### src/sv/tobqc_pkg.sv
package tobqc_pkg;

  typedef enum logic [1:0] {
    CMD_BOOK  = 2'd0,
    CMD_TICK  = 2'd1,
    CMD_QUERY = 2'd2,
    CMD_BAD   = 2'd3
  } cmd_e;

  typedef enum logic [2:0] {
    ST_APPLIED   = 3'd0,
    ST_FILTERED  = 3'd1,
    ST_STALE     = 3'd2,
    ST_FULL      = 3'd3,
    ST_BAD       = 3'd4,
    ST_NOT_FOUND = 3'd5
  } status_e;

  localparam logic [1:0] SIDE_BUY  = 2'd0;
  localparam logic [1:0] SIDE_SELL = 2'd1;

  typedef struct packed {
    logic [1:0]         cmd;
    logic [63:0]        instr_key;
    logic [1:0]         side;
    logic signed [31:0] level_count;
    logic signed [63:0] price;
    logic signed [63:0] quantity;
    logic signed [63:0] order_count;
    logic signed [63:0] tick_bid;
    logic signed [63:0] tick_ask;
    logic signed [63:0] tick_last;
    logic signed [63:0] volume;
    logic [63:0]        timestamp;
  } in_item_t;

  typedef struct packed {
    logic [2:0]  status;
    logic        quote_valid;
    logic [62:0] bid_out;
    logic [62:0] ask_out;
    logic [62:0] mid_out;
    logic [62:0] spread_out;
    logic [63:0] ts_out;
  } out_item_t;

  // classified job handed from front to back
  typedef struct packed {
    logic        early;      // result already decided, no table access
    logic [2:0]  early_status;
    logic [1:0]  cmd;
    logic        sell;
    logic [63:0] key;
    logic [62:0] p0;         // book price or tick bid
    logic [62:0] p1;         // tick ask
    logic [63:0] ts;
  } job_t;

  typedef enum logic [2:0] {
    BK_IDLE,
    BK_SEARCH,
    BK_READ,
    BK_EXEC,
    BK_QUOTE
  } bk_state_e;

endpackage

### src/sv/tobqc_front.sv
module tobqc_front (
  input  logic                 clk_i,
  input  logic                 rst_ni,
  input  logic                 start_i,
  input  tobqc_pkg::in_item_t  item_i,
  output logic                 busy_o,
  output logic                 push_valid_o,
  output tobqc_pkg::job_t      push_job_o,
  input  logic                 push_ready_i
);
  tobqc_pkg::in_item_t item;
  tobqc_pkg::job_t     job;
  logic                full_q;
  tobqc_pkg::job_t     job_q;
  logic                bad_book, filt_book, bad_tick, filt_tick;

  assign item = item_i;

  always_comb begin
    bad_book  = item.instr_key == 64'd0 || item.timestamp == 64'd0 || item.side[1];
    filt_book = item.level_count <= 32'sd0 || item.price <= 64'sd0 ||
                item.quantity <= 64'sd0 || item.order_count <= 64'sd0;
    bad_tick  = item.instr_key == 64'd0 || item.timestamp == 64'd0;
    filt_tick = item.tick_bid <= 64'sd0 || item.tick_ask <= 64'sd0 ||
                item.tick_last <= 64'sd0 || item.volume < 64'sd0;
    job.cmd  = item.cmd;
    job.sell = item.side == tobqc_pkg::SIDE_SELL;
    job.key  = item.instr_key;
    job.ts   = item.timestamp;
    job.p0   = (item.cmd == tobqc_pkg::CMD_TICK) ? item.tick_bid[62:0] : item.price[62:0];
    job.p1   = item.tick_ask[62:0];
    job.early = 1'b0;
    job.early_status = tobqc_pkg::ST_APPLIED;
    case (tobqc_pkg::cmd_e'(item.cmd))
      tobqc_pkg::CMD_BOOK: begin
        if (bad_book) begin
          job.early = 1'b1; job.early_status = tobqc_pkg::ST_BAD;
        end else if (filt_book) begin
          job.early = 1'b1; job.early_status = tobqc_pkg::ST_FILTERED;
        end
      end
      tobqc_pkg::CMD_TICK: begin
        if (bad_tick) begin
          job.early = 1'b1; job.early_status = tobqc_pkg::ST_BAD;
        end else if (filt_tick) begin
          job.early = 1'b1; job.early_status = tobqc_pkg::ST_FILTERED;
        end
      end
      tobqc_pkg::CMD_QUERY: ;
      default: begin
        job.early = 1'b1; job.early_status = tobqc_pkg::ST_BAD;
      end
    endcase
  end

  // one-entry queue between front and back
  always_ff @(posedge clk_i or negedge rst_ni) begin
    if (!rst_ni) begin
      full_q <= 1'b0;
    end else if (start_i && !busy_o) begin
      full_q <= 1'b1;
    end else if (push_ready_i) begin
      full_q <= 1'b0;
    end
  end

  always_ff @(posedge clk_i) begin
    if (start_i && !busy_o) job_q <= job;
  end

  assign busy_o       = full_q;
  assign push_valid_o = full_q;
  assign push_job_o   = job_q;

endmodule

### config.mk
export PLATFORM = sky130hd
export DESIGN_NAME = tobqc_front
export DESIGN_NICKNAME = d
export VERILOG_FILES = /design/src/sv/tobqc_pkg.sv /design/src/sv/tobqc_front.sv
export SDC_FILE = /design/constraint.sdc
export NUM_CORES = 1
export LEC_CHECK = 0
export BUFFER_PORTS_ARGS = -buffer_cell sky130_fd_sc_hd__buf_2
export CORE_AREA = 2 2 341 343
export CTS_CLUSTER_DIAMETER = 120
export DETAILED_ROUTE_END_ITERATION = 6
export DIE_AREA = 0 0 343 345
export GPL_TIMING_DRIVEN = 0
export SLEW_MARGIN = 20
export SYNTH_ARGS = -nofsm -noshare
export SYNTH_HDL_FRONTEND = slang
export SYNTH_SLANG_ARGS = --single-unit
export TNS_END_PERCENT = 100
### constraint.sdc
create_clock -name clk_i -period 16.7 [get_ports clk_i]
set_clock_uncertainty 0.05 [all_clocks]
set_input_delay 0 -clock clk_i [delete_from_list [all_inputs] [get_ports clk_i]]
set_output_delay 0 -clock clk_i [all_outputs]
set_load 0.005 [all_outputs]
Yosys cells after proc, flatten, opt, wreduce, memory -nomap -nowiden
Index checks and enable logic that the tools add are counted.
- register bits after elaboration: 262
- word-level logic and storage cells: 42
- output and inout bits: 263
- bits of input ports: 616
- reduce and logical (&&, ||, !) cells: 14
- eq/ne operators: 3
- magnitude comparators: 8
- multiplexer cells: 8
- operator list (operator ; number):
    $le A64 B1 Y1 const B ; 6
    $logic_not A64 Y1 ; 2
    $lt A64 B1 Y1 const B ; 1
    $mux W63 ; 1
    $le A32 B1 Y1 const B ; 1
    $mux W4 ; 4
    $pmux W4 S3 ; 1
    $logic_or A1 B1 Y1 ; 8
    $eq A2 B1 Y1 const B ; 2
    $eq A2 B2 Y1 const B ; 1
    $logic_not A2 Y1 ; 1
    $mux W1 ; 2
    $reduce_bool A2 Y1 ; 1
    $logic_and A1 B1 Y1 ; 1
    $logic_not A1 Y1 ; 1

Longest topological paths before layout
Gate-level depths: netlist of the first run.
- depth in word-level cells: 7
- depth in mapped cells: 6
- depth with buffers taken out: 6

Worst setup path after synthesis of the first run
Ideal clock, no wire load.
- path type: reg2reg
- start: reg full_q, in the netlist busy_o
- end: reg job_q, in the netlist push_job_o[0], enable pin
- required time: 15.736 ns
- clock period less this slack: 12.797 ns
- stages on the path, launching flop included: 2
- setup slack: 3.903 ns
- buffers on the path: 0
- library setup time: 0.914 ns
- data arrival time: 11.833 ns
- cells stage by stage: dfrtp_1 -> nor2b_1
- longest elaborated chain between the ends: 2
- ends and longest elaborated chain (element ; line ; text):
    start, declared ; tobqc_front.sv:13 ; logic full_q;
    start signal, assigned ; tobqc_front.sv:59 ; full_q <= 1'b0;
    start signal, assigned ; tobqc_front.sv:61 ; full_q <= 1'b1;
    start signal, assigned ; tobqc_front.sv:63 ; full_q <= 1'b0;
    $logic_not A1 Y1 ; tobqc_front.sv:68 ; if (start_i && !busy_o) job_q <= job;
    $logic_and A1 B1 Y1 ; tobqc_front.sv:68 ;
    end signal, assigned ; tobqc_front.sv:68 ;
    end, declared ; tobqc_front.sv:14 ; tobqc_pkg::job_t job_q;
No other way between the ends.
A chain may end at the register's enable or synchronous reset.

==> qor.csv, run 1 <==
metric,value,unit
status,completed,
setup.worst_path.class,input pin to flop,
cp-start-kind,input pin,
cp_slowest_cell,nor4_1,
gp_congestion,0.946,
initial_core_util,8.57,%
min_to,push_job_o[184],
required,16980,ps
synth.top_cells.by_count,"260 x edfxtp_1, 144 x nor4_1, 63 x mux2_2, 34 x nand4_1, 6 x buf_2",
cpMostUsedCell,nor4_1,
grt_max_degree,28,
fin_crit,3110,ps
hold_depth,2,
drive_gt1_share,55.6,%
firstDrtPassIters,6,
seqCellArea,7830,sq um
power_density,91.2,nW/um^2
core_area,115000,sq um
synth-edff-count,260,
drcViolationCount,0,
synth_xor_area_share,0,%
final_hold_viol_count,0,
ys_warn_count,0,
overflow,0,
ios,879,
die_area,118000,sq um
wl,83800,um
numCtsBuffers,36,
final_cells,3303,
rows,125,
syn_inst,535,
drv_slew,0,
vdd_ir_drop_max,0.0543,mV
path_clk_slew,60,ps
portBuffers,814,
clock-root-buffer,clkbuf_16,
drt_iter0_drc,996,
stdcell_area,20700,sq um
dp_hpwl,70500,um
synth_ff_type,edfxtp_1,
synth_compound_area_share,0.381,%
syn_to_final_growth,110,%
synth-seq-area-share,79.4,%
drt-vias-per-instance,3.49,
grt_pass1_wl,105000,um
cts.sinks,261,
synth_area,9860,sq um
insertion_delay,520,ps
min_period_over_period,18.6,%
grt_setup_unrepaired,no,
syn_area_per_cell,18.4,sq um
r2r_cells,8,
synth_top_cell_area_share,79.2,%
arrival,3400,ps
p_leak,8.13,nW
critical_path_buf_inv_count,3,
antenna_left,0,
synth.area.top_cells,"edfxtp_1 79%, nor4_1 9.1%, mux2_2 7.2%, nand4_1 2.2%, nor4_2 0.38%",
die_w,343,um
multi_input_area,2040,sq um
wl_per_cell,25.4,um
hp-class,input pin to flop,
tritoncts,done,
drv_cap,0,
max_stage_delay,770,ps
synth_simple_gate_area_share,12.4,%
placed_cell_area,16200,sq um
antenna_found_initial,91,
critPathMaxFanout,2,
synth.area.mux_share,7.19,%
setup_viol,0,
syn-num-nets,1151,
synth_top_family_by_area,simple AND/OR/NAND/NOR gates,
r2r_setup_slack,13980,ps
slew_headroom,10.4,%
synthDistinctLibCells,23,
die-height,345,um
reg2reg_from,busy_o,
fin_tns_setup,0,ps
grt_pass1_vias,11522,
max_slew.worst_pin.slew,1330,ps
fillers,12629,
place_inst,2890,
grt_usage,13.4,%
num-nets-final,2343,
num_vias,11535,
r2r_end,push_job_o[181],
clk_path_buf_depth,3,
cp_top_family,simple AND/OR/NAND/NOR gates,
endpoint_kind,flop,
clock.fmax,321,MHz
async_flop_share,0.383,%
synth_most_common_cell,edfxtp_1,
synth.largest_area_cell,edfxtp_1,
cts_max_level,2,
worstHoldStart,item_i[313],
whs,41.4,ps
synth_seq_cells,261,
final_util,18.0,%
path_cells,dlygate4sd3_1 -> buf_2 -> nor4_1 -> nand4_1 -> nor4_1 -> nor4_2 -> buf_4 -> nand2b_1 -> a2111oi_2,
synth_fa_ha_area_share,0,%
[through the flow]
step	power, mW	setup WS (ps)
final	1.89	13590
after global routing	1.96	13500
after CTS	1.91	13610
after detailed placement	1.05	13640
after global placement	1.07	-2490
after floorplan	0.870	3900
[worst max-delay path by stage]
| stage | start | end | slack [ps] | depth (start not counted) |
|---|---|---|---|---|
| finish | item_i[193] | push_job_o[257] | 13590 | 9 |
| global route | item_i[282] | push_job_o[257] | 13500 | 9 |
| floorplan | busy_o | push_job_o[0] | 3900 | 1 |
| global placement | busy_o | push_job_o[146] | -2490 | 1 |
| CTS | item_i[611] | push_job_o[188] | 13610 | 7 |
| detailed placement | item_i[193] | push_job_o[257] | 13640 | 8 |
[per-layer routing]
metal | track usage, % | wire (um) | part of all wire [%] | up-vias
li1 | - | - | - | 4762
met1 | 15.8 | 31200 | 37 | 5542
met2 | 21.4 | 37900 | 45 | 954
met3 | 5.48 | 10500 | 12 | 225
met4 | 5.74 | 3860 | 4.6 | 52
met5 | 0 | 339 | 0.40 | -
[state kept, by name (all words and copies together) (netlist names)]
| register | count |
|---|---|
| busy_o | 1 |
| push_job_o | 260 |
[where the power goes]
group          internal, mW  leakage (nW)  switching (mW)
clock                 0.445         0.580           0.334
sequential            0.777          2.44          0.0145
combinational         0.155          5.11           0.160
[cells by family (layout without fill, tap and decap cells)]
group           Yosys count  in the layout
compound gates            5              5
buf+inv                  10           1229
flops                   261            261
mux                      63             63
other cells               1             26
simple gates            195            195
[cell type report]
class                   instances  share of cell area, %
well taps                    1524                   9.22
clock inverters                27                   1.19
diodes                         25                  0.302
repair buffers               1154                   36.8
multi-input cells             264                   9.84
flip-flops and latches        261                   37.9
inverters                       1                 0.0181
clock buffers                  38                   4.50
plain buffers                   9                  0.236
[layout by cell type, fill, tap and decap left out, drive strengths merged, types with 2 or more instances in the layout]
cell type	count
clkbuf	39
nand4	34
clkinvlp	2
nor4	147
bufinv	2
nor2b	2
clkinv	15
diode	25
nand2b	4
inv	9
o21ai	2
nor2	3
mux2	63
edfxtp	260
dlygate4sd3	323
buf	839
[what timing repair did]
item	in CTS	in global routing
resized for setup	0	0
hold endpoints to repair	275	0
buffers inserted	0	0
hold buffers	323	0
No activity file was read; power rests on OpenSTA's default activity.
==> run 2, diff against run 1 <==
- clock period: 16.7 -> 3.15 ns (I/O delays scaled with it)
==> run 2 against run 1 <==
The flow now finishes with violations (hold timing). First-iteration DRC count decreased by 6.5%. Clock-buffer cell count increased by 5. Final area down 0.22%. Clock power grew to 5.4 times the previous value. Worst setup slack worse by 13000 ps. Wire length is 2.0% lower. Register-to-register slack got worse by 13000 ps. Sequential share of layout area up 0.083 points. Total power increased to 5.3 times the previous value. Critical path depth unchanged.
==> qor.csv, run 2 (synthesis gave the netlist of run 1 again) <==
metric,value,unit,change
final_hold_viol_count,1,,was 0
portBuffers,814,,unchanged
stdcell_area,20600,sq um,"was 20,700 sq um"
firstDrtPassIters,5,,was 6
postCtsSetupRepairBufs,0,,unchanged
critical_path_buf_inv_count,3,,unchanged
antenna_found_initial,72,,was 91
initial_core_util,8.57,%,unchanged
grt_pass1_vias,11533,,"was 11,522"
cts_max_level,2,,unchanged
clock-root-buffer,clkbuf_16,,unchanged
overflow,0,,unchanged
syn_to_final_growth,109,%,was 110%
p_leak,8.11,nW,was 8.13 nW
fin_crit,2810,ps,
violations,hold timing,,
drt_iter0_drc,931,,was 996
grt_setup_unrepaired,no,,unchanged
cpMostUsedCell,nor4_2,,was nor4_1
drcViolationCount,0,,unchanged
core_area,115000,sq um,unchanged
whs,-20.4,ps,was 41.4 ps
path_cells,dlygate4sd3_1 -> buf_2 -> nor4_2 -> nand4_1 -> nor4_1 -> nor4_2 -> buf_4 -> nand2b_1 -> a2111oi_2,,was dlygate4sd3_1 -> buf_2 -> nor4_1 -> nand4_1 -> nor4_1 -> nor4_2 -> buf_4 -> nand2b_1 -> a2111oi_2
ios,879,,unchanged
min_period_over_period,89.3,%,
gp_congestion,0.957,,was 0.946
insertion_delay,530,ps,was 520 ps
num_vias,11360,,"was 11,535"
required,3440,ps,"was 16,980 ps"
setup_viol,0,,unchanged
largest_register_ffs,260,,unchanged
die_w,343,um,unchanged
wl_per_cell,25.0,um,was 25.4 um
dp_hpwl,68600,um,"was 70,500 um"
final_cells,3287,,"was 3,303"
wl,82200,um,"was 83,800 um"
die_area,118000,sq um,unchanged
setup.worst_path.class,input pin to flop,,unchanged
arrival,3100,ps,was 3400 ps
place_inst,2887,,"was 2,890"
grt_pass1_wl,103000,um,"was 105,000 um"
cp_top_family,simple AND/OR/NAND/NOR gates,,unchanged
status,"complete, but fails checks",,was completed
max_stage_delay,600,ps,was 770 ps
max_slew.worst_pin.slew,1190,ps,was 1330 ps
tritoncts,done,,unchanged
grt_max_degree,29,,was 28
final_cell_mix,"820 x buf_2, 321 x dlygate4sd3_1, 260 x edfxtp_1",,"was 821 x buf_2, 323 x dlygate4sd3_1, 260 x edfxtp_1"
cp_slowest_cell,nor4_1,,unchanged
fin_total_pwr,10.0,mW,was 1.89 mW
slew_headroom,20.1,%,was 10.4%
final.setup.worst_slack,336,ps,"was 13,590 ps"
grt_usage,13.1,%,was 13.4%
hp-class,input pin to flop,,unchanged
drt-vias-per-instance,3.46,,was 3.49
numCtsBuffers,34,,was 36
die-height,345,um,unchanged
endpoint_kind,flop,,unchanged
num-nets-final,2336,,"was 2,343"
clk_path_buf_depth,3,,unchanged
antenna_left,0,,unchanged
placed_cell_area,16200,sq um,about the same
place_ws,-193,ps,"was 13,640 ps"
cts.sinks,261,,unchanged
cp-start-kind,input pin,,unchanged
drv_cap,0,,unchanged
rows,125,,unchanged
critPathMaxFanout,2,,unchanged
fillers,12563,,"was 12,629"
drive_gt1_share,55.5,%,was 55.6%
path_clk_slew,60,ps,about the same
power_density,484,nW/um^2,was 91.2 nW/um^2
drv_slew,0,,unchanged
clock.fmax,355,MHz,
layout_commonest_cell,buf_2,,unchanged
vdd_ir_drop_max,0.317,mV,was 0.0543 mV
==> run 2: final timing paths <==
kind	startpoint	to	slack (ps)	cells past startpoint
max	item_i[226]	push_job_o[257]	340	9
max reg2reg	busy_o	push_job_o[38]	690	6
max in group asynchronous	rst_ni	busy_o	2680	3
min reg2reg	busy_o	push_job_o[128]	790	1
min	item_i[316]	push_job_o[187]	-20	2
min in group asynchronous	rst_ni	busy_o	260	3
==> run 2: area by class of cell <==
class / count / area (sq um) / share of cell area, %
multi-input cells: 264 / 2040 / 9.90
clock inverters: 18 / 200 / 0.970
plain buffers: 9 / 50.0 / 0.243
inverters: 1 / 3.75 / 0.0182
flip-flops and latches: 261 / 7830 / 38.0
clock buffers: 43 / 988 / 4.79
well taps: 1524 / 1910 / 9.24
repair buffers: 1149 / 7570 / 36.7
diodes: 18 / 45.0 / 0.218
==> run 2: power by group <==
part	leakage (nW)	switching [mW]	internal [mW]	total [mW]
registers	2.44	0.0677	4.12	4.19
logic	5.09	0.824	0.818	1.64
clock network	0.579	1.67	2.50	4.17
==> run 2: worst reg2reg max path, cell delays in order (launching register included) <==
cell	delay [ps]
dfrtp_1	450
nor2b_4	540
buf_16	260
buf_12	210
buf_16	210
buf_16	200
buf_12	220
==> run 2: routing by layer <==
metal	wire [um]	track usage [%]	up-vias
met5	413	0	-
met4	3040	4.68	64
met3	8390	4.62	217
met2	38400	22.0	905
met1	31900	15.4	5435
li1	-	-	4739
==> run 2: through the flow <==
step                      utilization, %  setup TNS, ps
after floorplan                        -        -429970
after global placement              13.8        -936320
after detailed placement            14.1           -193
after CTS                           17.9              0
after global routing                17.9              0
final                               17.9              0
==> run 2: what timing repair did <==
| action | 4_1_cts | 5_1_grt |
|---|---|---|
| endpoints found under the setup margin | 0 | 1 |
| hold buffers | 321 | 0 |
| endpoints found under the hold margin | 275 | 0 |
| resized for setup | 0 | 1 |
